## src/hdl/b64enc_pkg.sv

```systemverilog
package b64enc_pkg;

	localparam int unsigned QUEUE_DEPTH = 2;

	localparam logic [6:0] CHAR_UPPER_A = 7'd65;
	localparam logic [6:0] CHAR_LOWER_A = 7'd97;
	localparam logic [6:0] CHAR_DIGIT_0 = 7'd48;
	localparam logic [6:0] CHAR_PLUS    = 7'd43;
	localparam logic [6:0] CHAR_SLASH   = 7'd47;
	localparam logic [6:0] CHAR_PAD     = 7'd61;

	localparam logic [1:0] PAD_NONE = 2'd0;
	localparam logic [1:0] PAD_ONE  = 2'd1;
	localparam logic [1:0] PAD_TWO  = 2'd2;

	typedef struct packed {
		logic [23:0] group;
		logic [1:0]  pads;
		logic        last;
	} group_t;

	typedef struct packed {
		logic   push;
		group_t entry;
	} push_t;

	function automatic logic [6:0] alphabet(input logic [5:0] slice);
		logic [6:0] s;
		s = {1'b0, slice};
		if (slice < 6'd26) begin
			return CHAR_UPPER_A + s;
		end else if (slice < 6'd52) begin
			return CHAR_LOWER_A + s - 7'd26;
		end else if (slice < 6'd62) begin
			return CHAR_DIGIT_0 + s - 7'd52;
		end else if (slice == 6'd62) begin
			return CHAR_PLUS;
		end else begin
			return CHAR_SLASH;
		end
	endfunction

endpackage

```

## src/hdl/b64enc_front.sv

```systemverilog
module b64enc_front (
	input  logic                clk,
	input  logic                arst_n,
	input  logic                in_valid,
	output logic                in_stall,
	input  logic [7:0]          data_byte,
	input  logic                end_of_data,
	input  logic                queue_full,
	output b64enc_pkg::push_t   push
);

	logic [15:0] held_q;
	logic [1:0]  count_q;
	logic        accept;
	logic        close_group;

	assign in_stall    = queue_full;
	assign accept      = in_valid && !queue_full;
	assign close_group = end_of_data || (count_q >= 2'd2);

	always_comb begin
		push.push       = accept && close_group;
		push.entry.last = end_of_data;
		case (count_q)
			2'd0: begin
				push.entry.group = {data_byte, 16'd0};
				push.entry.pads  = end_of_data ? b64enc_pkg::PAD_TWO : b64enc_pkg::PAD_NONE;
			end
			2'd1: begin
				push.entry.group = {held_q[7:0], data_byte, 8'd0};
				push.entry.pads  = end_of_data ? b64enc_pkg::PAD_ONE : b64enc_pkg::PAD_NONE;
			end
			default: begin
				push.entry.group = {held_q, data_byte};
				push.entry.pads  = b64enc_pkg::PAD_NONE;
			end
		endcase
	end

	always_ff @(posedge clk or negedge arst_n) begin
		if (!arst_n) begin
			held_q  <= 16'd0;
			count_q <= 2'd0;
		end else if (accept) begin
			if (close_group) begin
				held_q  <= 16'd0;
				count_q <= 2'd0;
			end else begin
				held_q  <= {held_q[7:0], data_byte};
				count_q <= count_q + 2'd1;
			end
		end
	end

endmodule

```

## src/hdl/b64enc_queue.sv

```systemverilog
module b64enc_queue #(
	parameter int unsigned DEPTH = b64enc_pkg::QUEUE_DEPTH
) (
	input  logic                clk,
	input  logic                arst_n,
	input  b64enc_pkg::push_t   push,
	output logic                full,
	output logic                empty,
	input  logic                pop,
	output b64enc_pkg::group_t  head
);

	localparam int unsigned PW = (DEPTH > 1) ? $clog2(DEPTH) : 1;
	localparam int unsigned CW = $clog2(DEPTH + 1);
	localparam logic [PW-1:0] LAST_PTR = PW'(DEPTH - 1);
	localparam logic [CW-1:0] FULL_CNT = CW'(DEPTH);

	b64enc_pkg::group_t mem_q [DEPTH];
	logic [PW-1:0] wr_ptr_q;
	logic [PW-1:0] rd_ptr_q;
	logic [CW-1:0] count_q;
	logic          do_push;
	logic          do_pop;

	assign full    = (count_q == FULL_CNT);
	assign empty   = (count_q == '0);
	assign do_push = push.push && !full;
	assign do_pop  = pop && !empty;
	assign head    = mem_q[rd_ptr_q];

	always_ff @(posedge clk) begin
		if (do_push) begin
			mem_q[wr_ptr_q] <= push.entry;
		end
	end

	always_ff @(posedge clk or negedge arst_n) begin
		if (!arst_n) begin
			wr_ptr_q <= '0;
			rd_ptr_q <= '0;
			count_q  <= '0;
		end else begin
			if (do_push) begin
				wr_ptr_q <= (wr_ptr_q == LAST_PTR) ? '0 : wr_ptr_q + PW'(1);
			end
			if (do_pop) begin
				rd_ptr_q <= (rd_ptr_q == LAST_PTR) ? '0 : rd_ptr_q + PW'(1);
			end
			if (do_push && !do_pop) begin
				count_q <= count_q + CW'(1);
			end else if (do_pop && !do_push) begin
				count_q <= count_q - CW'(1);
			end
		end
	end

endmodule

```

## src/hdl/b64enc_back.sv

```systemverilog
module b64enc_back (
	input  logic                clk,
	input  logic                arst_n,
	input  logic                queue_empty,
	input  b64enc_pkg::group_t  head,
	output logic                pop,
	output logic                out_valid,
	input  logic                out_stall,
	output logic [6:0]          out_char,
	output logic                final_char
);

	b64enc_pkg::group_t entry_q;
	logic       busy_q;
	logic [1:0] index_q;
	logic       out_valid_q;
	logic [6:0] out_char_q;
	logic       final_char_q;
	logic       advance;
	logic [5:0] slice;
	logic       is_pad;

	assign advance = !out_valid_q || !out_stall;
	assign pop     = !queue_empty && (!busy_q || (advance && index_q == 2'd3));

	always_comb begin
		case (index_q)
			2'd0:    slice = entry_q.group[23:18];
			2'd1:    slice = entry_q.group[17:12];
			2'd2:    slice = entry_q.group[11:6];
			default: slice = entry_q.group[5:0];
		endcase
		is_pad = ((index_q == 2'd3) && (entry_q.pads != b64enc_pkg::PAD_NONE))
			|| ((index_q == 2'd2) && (entry_q.pads == b64enc_pkg::PAD_TWO));
	end

	always_ff @(posedge clk) begin
		if (pop) begin
			entry_q <= head;
		end
		if (advance && busy_q) begin
			out_char_q   <= is_pad ? b64enc_pkg::CHAR_PAD : b64enc_pkg::alphabet(slice);
			final_char_q <= entry_q.last && (index_q == 2'd3);
		end
	end

	always_ff @(posedge clk or negedge arst_n) begin
		if (!arst_n) begin
			busy_q      <= 1'b0;
			index_q     <= 2'd0;
			out_valid_q <= 1'b0;
		end else begin
			if (advance) begin
				out_valid_q <= busy_q;
			end
			if (pop) begin
				busy_q  <= 1'b1;
				index_q <= 2'd0;
			end else if (advance && busy_q) begin
				index_q <= index_q + 2'd1;
				if (index_q == 2'd3) begin
					busy_q <= 1'b0;
				end
			end
		end
	end

	assign out_valid  = out_valid_q;
	assign out_char   = out_char_q;
	assign final_char = final_char_q;

	a_idle_index: assert property (@(posedge clk) disable iff (!arst_n)
		!busy_q |-> index_q == 2'd0)
		else $error("Character index is not zero while the back end is idle.");

	a_pop_starts: assert property (@(posedge clk) disable iff (!arst_n)
		pop |=> busy_q && index_q == 2'd0)
		else $error("A popped group did not start at its first character.");

	a_group_runs: assert property (@(posedge clk) disable iff (!arst_n)
		advance && busy_q && index_q != 2'd3 |=> busy_q)
		else $error("A group stopped before its fourth character.");

	a_no_early_pop: assert property (@(posedge clk) disable iff (!arst_n)
		busy_q && index_q != 2'd3 |-> !pop)
		else $error("A group was popped while the current one was unfinished.");

endmodule

```

## src/hdl/base64_stream_encoder_core.sv

```systemverilog
// Base64 stream encoder with the standard alphabet and '=' padding.
// The input channel takes one raw byte per request on data_byte, with
// end_of_data set on the final byte of a message. The output channel gives
// one ASCII character per request on out_char, with final_char set on the
// last character of the encoded message.
// Both channels use valid and stall; a request completes on a rising edge
// with valid high and stall low.
// Bytes are gathered in groups of three, or fewer when end_of_data closes
// a group early; the request that closes a group places it in a short
// queue and the back end then produces four characters, one per cycle
// while out_stall is low. The back end pops the group into its entry
// register and then registers each character in the output register.
// in_stall rises only when the queue is full, which happens when groups
// arrive faster than the back end emits their characters or when the
// receiver holds out_stall high for long enough.
// An asynchronous reset on arst_n empties the held bytes, the queue and the
// output register.
module base64_stream_encoder_core #(
	parameter int unsigned QUEUE_DEPTH = b64enc_pkg::QUEUE_DEPTH
) (
	input  logic       clk,
	input  logic       arst_n,
	input  logic       in_valid,
	output logic       in_stall,
	input  logic [7:0] data_byte,
	input  logic       end_of_data,
	output logic       out_valid,
	input  logic       out_stall,
	output logic [6:0] out_char,
	output logic       final_char
);

	b64enc_pkg::push_t  push;
	b64enc_pkg::group_t head;
	logic queue_full;
	logic queue_empty;
	logic pop;

	b64enc_front u_front (
		.clk         (clk),
		.arst_n      (arst_n),
		.in_valid    (in_valid),
		.in_stall    (in_stall),
		.data_byte   (data_byte),
		.end_of_data (end_of_data),
		.queue_full  (queue_full),
		.push        (push)
	);

	b64enc_queue #(
		.DEPTH (QUEUE_DEPTH)
	) u_queue (
		.clk    (clk),
		.arst_n (arst_n),
		.push   (push),
		.full   (queue_full),
		.empty  (queue_empty),
		.pop    (pop),
		.head   (head)
	);

	b64enc_back u_back (
		.clk         (clk),
		.arst_n      (arst_n),
		.queue_empty (queue_empty),
		.head        (head),
		.pop         (pop),
		.out_valid   (out_valid),
		.out_stall   (out_stall),
		.out_char    (out_char),
		.final_char  (final_char)
	);

endmodule

```

## config.mk

```make
export PLATFORM = sky130hd
export DESIGN_NAME = base64_stream_encoder_core
export DESIGN_NICKNAME = d
export VERILOG_FILES = /design/src/hdl/b64enc_pkg.sv /design/src/hdl/b64enc_front.sv /design/src/hdl/b64enc_queue.sv /design/src/hdl/b64enc_back.sv /design/src/hdl/base64_stream_encoder_core.sv
export SDC_FILE = /design/constraint.sdc
export NUM_CORES = 1
export LEC_CHECK = 0
export BUFFER_PORTS_ARGS = -buffer_cell sky130_fd_sc_hd__buf_2
export CAP_MARGIN = 10
export CORE_ASPECT_RATIO = 1.75
export CORE_MARGIN = 4
export CORE_UTILIZATION = 55
export DETAILED_ROUTE_END_ITERATION = 16
export HOLD_SLACK_MARGIN = 0.03
export PLACE_DENSITY_LB_ADDON = 0.3
export SYNTH_ARGS = -nofsm -noshare
export SYNTH_HDL_FRONTEND = slang
export SYNTH_SLANG_ARGS = --single-unit
```

## constraint.sdc

```tcl
create_clock -name clk -period 9.7 [get_ports clk]
set_clock_uncertainty 0.1 [all_clocks]
set_input_delay 0.97 -clock clk [delete_from_list [all_inputs] [get_ports clk]]
set_output_delay 0.97 -clock clk [all_outputs]
set_load 0.1 [all_outputs]
```

==> results.md <==
- Status: finished, final reports clean
- Fin. max-slew vios: 0
- GP Congestion: roughly 0.84
- Area growth syn-to-layout: 15.7%
- Root buffer cell: clkbuf_16
- Hold/Removal Path Class: reg -> reg
- Distinct cells, synth: 46
- Die width: roughly 80 µm
- Post-synth top area cell: edfxtp_1
- R2R Setup Slk: roughly 6700 ps
- Final net count: between 400 and 500
- Setup TNS: 0 ps
- Hold-fix buffer count after cts: 0
- Final cycle utilization of the critical path: 0.307
- Synth top area cells: edfxtp_1, dfrtp_1, mux2_2, a22o_1, ha_1
- Sequential share of the synthesized area: 0.668
- Layout cells sized above 1: 0.235
- CP Data Arrival Time: around 3100 ps
- Nature of the critical path endpoint: flop
- Vias in the first global route: 3003
- Maxcap violations: 0
- WS Path Type: reg -> reg
- PortBufs: 22
- Post-CTS Setup Bufs: 0
- Pre-antenna DRT Iters: 5
- Avg Synthesized Cell Area: ~14 µm²
- Tot GR Track Use: 0.179
- Initial antenna violation count: 0
- First-pass GRT wire length: 14300 µm
- Final setup violation count: 0
- ANT nets after route: 0
- H-tree depth: 4
- Drt total wl: 8760 µm
- CTS Buf Count: 17
- Worst EP required: just under 10000 ps
- Violation count after the first detailed-route iteration: about 160
- Die outline height: 134 µm
- FMAX: around 340 MHz
- Min Tclk post-route: 2970 ps
- Synth top area share: 0.537
- Post_cts resized: 0
- Post-synth EDFFs: 89
- Starting density of the core: 0.567
- Grt ovf: 0
- Number of top-level pins: 23
- Die ar.: ~11000 µm²
- WHS Path Cells: 1
- Pin count of the biggest net entering global routing: 32
- Slew @ Worst Pin: between 1000 and 1500 ps
- Fill cell count: 641
- Via density per instance: 5.82
- Crit-path max FO: 7
- Clock buffer depth: 2
- Clk Latency, worst-skew pair: approximately 410 ps
- FFs w/ async S/R, synth: 0.226
- Half-perimeter wire length after placement: 5720 µm
- Top FF cell, synth: edfxtp_1
- Clk sinks: 115
- Post-Syn Instances: 349
- Routed WL per cell: between 15 and 20 µm
- Residual DRC: 0
- Slew Limit Headroom: 0.187
- Final hold viol count: 0
- Syn nets: 374
- Synth Warn #: 0
- Startpoint types: flop
- Antenna Cells: 0
- Worst r2r path cells: 10
- Clk slew on worst S/H paths: roughly 50 ps
- Synth Cell Area: 4980 µm²
- CTS tree: built
- Unrepaired setup endpoints after global routing: false
- Core footprint: between 8000 and 9000 µm²
- FP Rows: 45
- Yosys reg bits: 115
- Vias: just under 3k
## state kept, by name, summed over array words and instances, names as in the netlist, 2 cells and up
name,count
u_queue.mem_q,54
u_back.entry_q,27
u_front.held_q,16
u_back.out_char,7
u_back.index_q,2
u_front.count_q,2
u_queue.count_q,2
## cells by family after synthesis
kind of cell,Yosys count,synth area share
flops,115,0.668
simple gates,77,0.0746
compound gates,75,0.115
mux,34,0.0769
buf+inv,30,0.0254
fa+ha+maj,12,0.0302
xor+xnor,6,0.0106
## per-layer routing
layer / vias up / global-route usage / part of all wire
met5: - / 0 / 0
met4: 0 / 0.0977 / 0.036
met3: 27 / 0.0598 / 0.039
met2: 98 / 0.309 / 0.55
met1: 1435 / 0.187 / 0.38
li1: 1400 / - / -
## metrics by stage
step                hold slack [ps]  cell area (µm²)  setup slack, ps  std cells   util
detailed placement              391             5200             6640        476  0.592
global route                    432             5760             6580        509  0.656
finish                          409             5760             6730        509  0.656
global placement                386             5200             6690        476  0.592
floorplan                       348             4980             5930        349      -
CTS                             406             5750             6760        508  0.654
## worst max-delay path, stage by stage, from the launching register on
cell and delay, ps:
dfrtp_1 420, inv_1 140, ha_1 340, a222oi_1 150
nor2b_1 160, a21oi_1 290, inv_1 150, ha_1 370
a2bb2oi_1 220, o21ai_1 100, a2111oi_2 350
## final cells by class
type	instances	area (µm²)	area share
flip-flops and latches	115	3320	0.577
inverters	15	56.3	0.00978
repair buffers	26	144	0.0250
clock buffers	19	433	0.0752
multi-input cells	204	1540	0.267
clock inverters	13	118	0.0204
well taps	117	146	0.0254
## cells in the mapped netlist, drive strengths merged (2+ instances only)
cell type	number
edfxtp	89
mux2	31
nand2	28
dfrtp	26
a22o	25
nor2	17
inv	15
o21ai	13
a22oi	12
and2	12
ha	12
clkbuf	10
a21oi	8
buf	5
nand3	5
a222oi	4
nand2b	4
mux2i	3
nor2b	3
nor3	3
xnor2	3
xor2	3
a211oi	2
a32oi	2
and3	2
## path summary, 6_finish.rpt
check                                  start                 end
hold / removal             u_front.held_q[8]   u_front.held_q[8]
setup reg to reg           u_back.index_q[0]  u_back.out_char[1]
hold reg to reg            u_front.held_q[8]   u_front.held_q[8]
min in group asynchronous             arst_n   u_back.index_q[1]
max in group asynchronous             arst_n   u_front.held_q[8]
setup / recovery           u_back.index_q[0]  u_back.out_char[1]
## placed cells by master, fill, tap and decap left out, types with 4 or more instances in the layout
cell type	count
o21ai_1	5
nand3_1	4
mux2_2	30
a22o_1	25
clkinv_2	7
o21ai_0	8
nand2_1	28
inv_1	14
edfxtp_1	89
clkbuf_16	17
nor2_1	17
a21oi_1	7
and2_1	12
ha_1	12
a222oi_1	4
dfrtp_1	26
nand2b_1	4
buf_2	22
a22oi_1	12
Power is not shown: default switching activity piles up to over one toggle a cycle in this logic, so the estimate is an artifact.
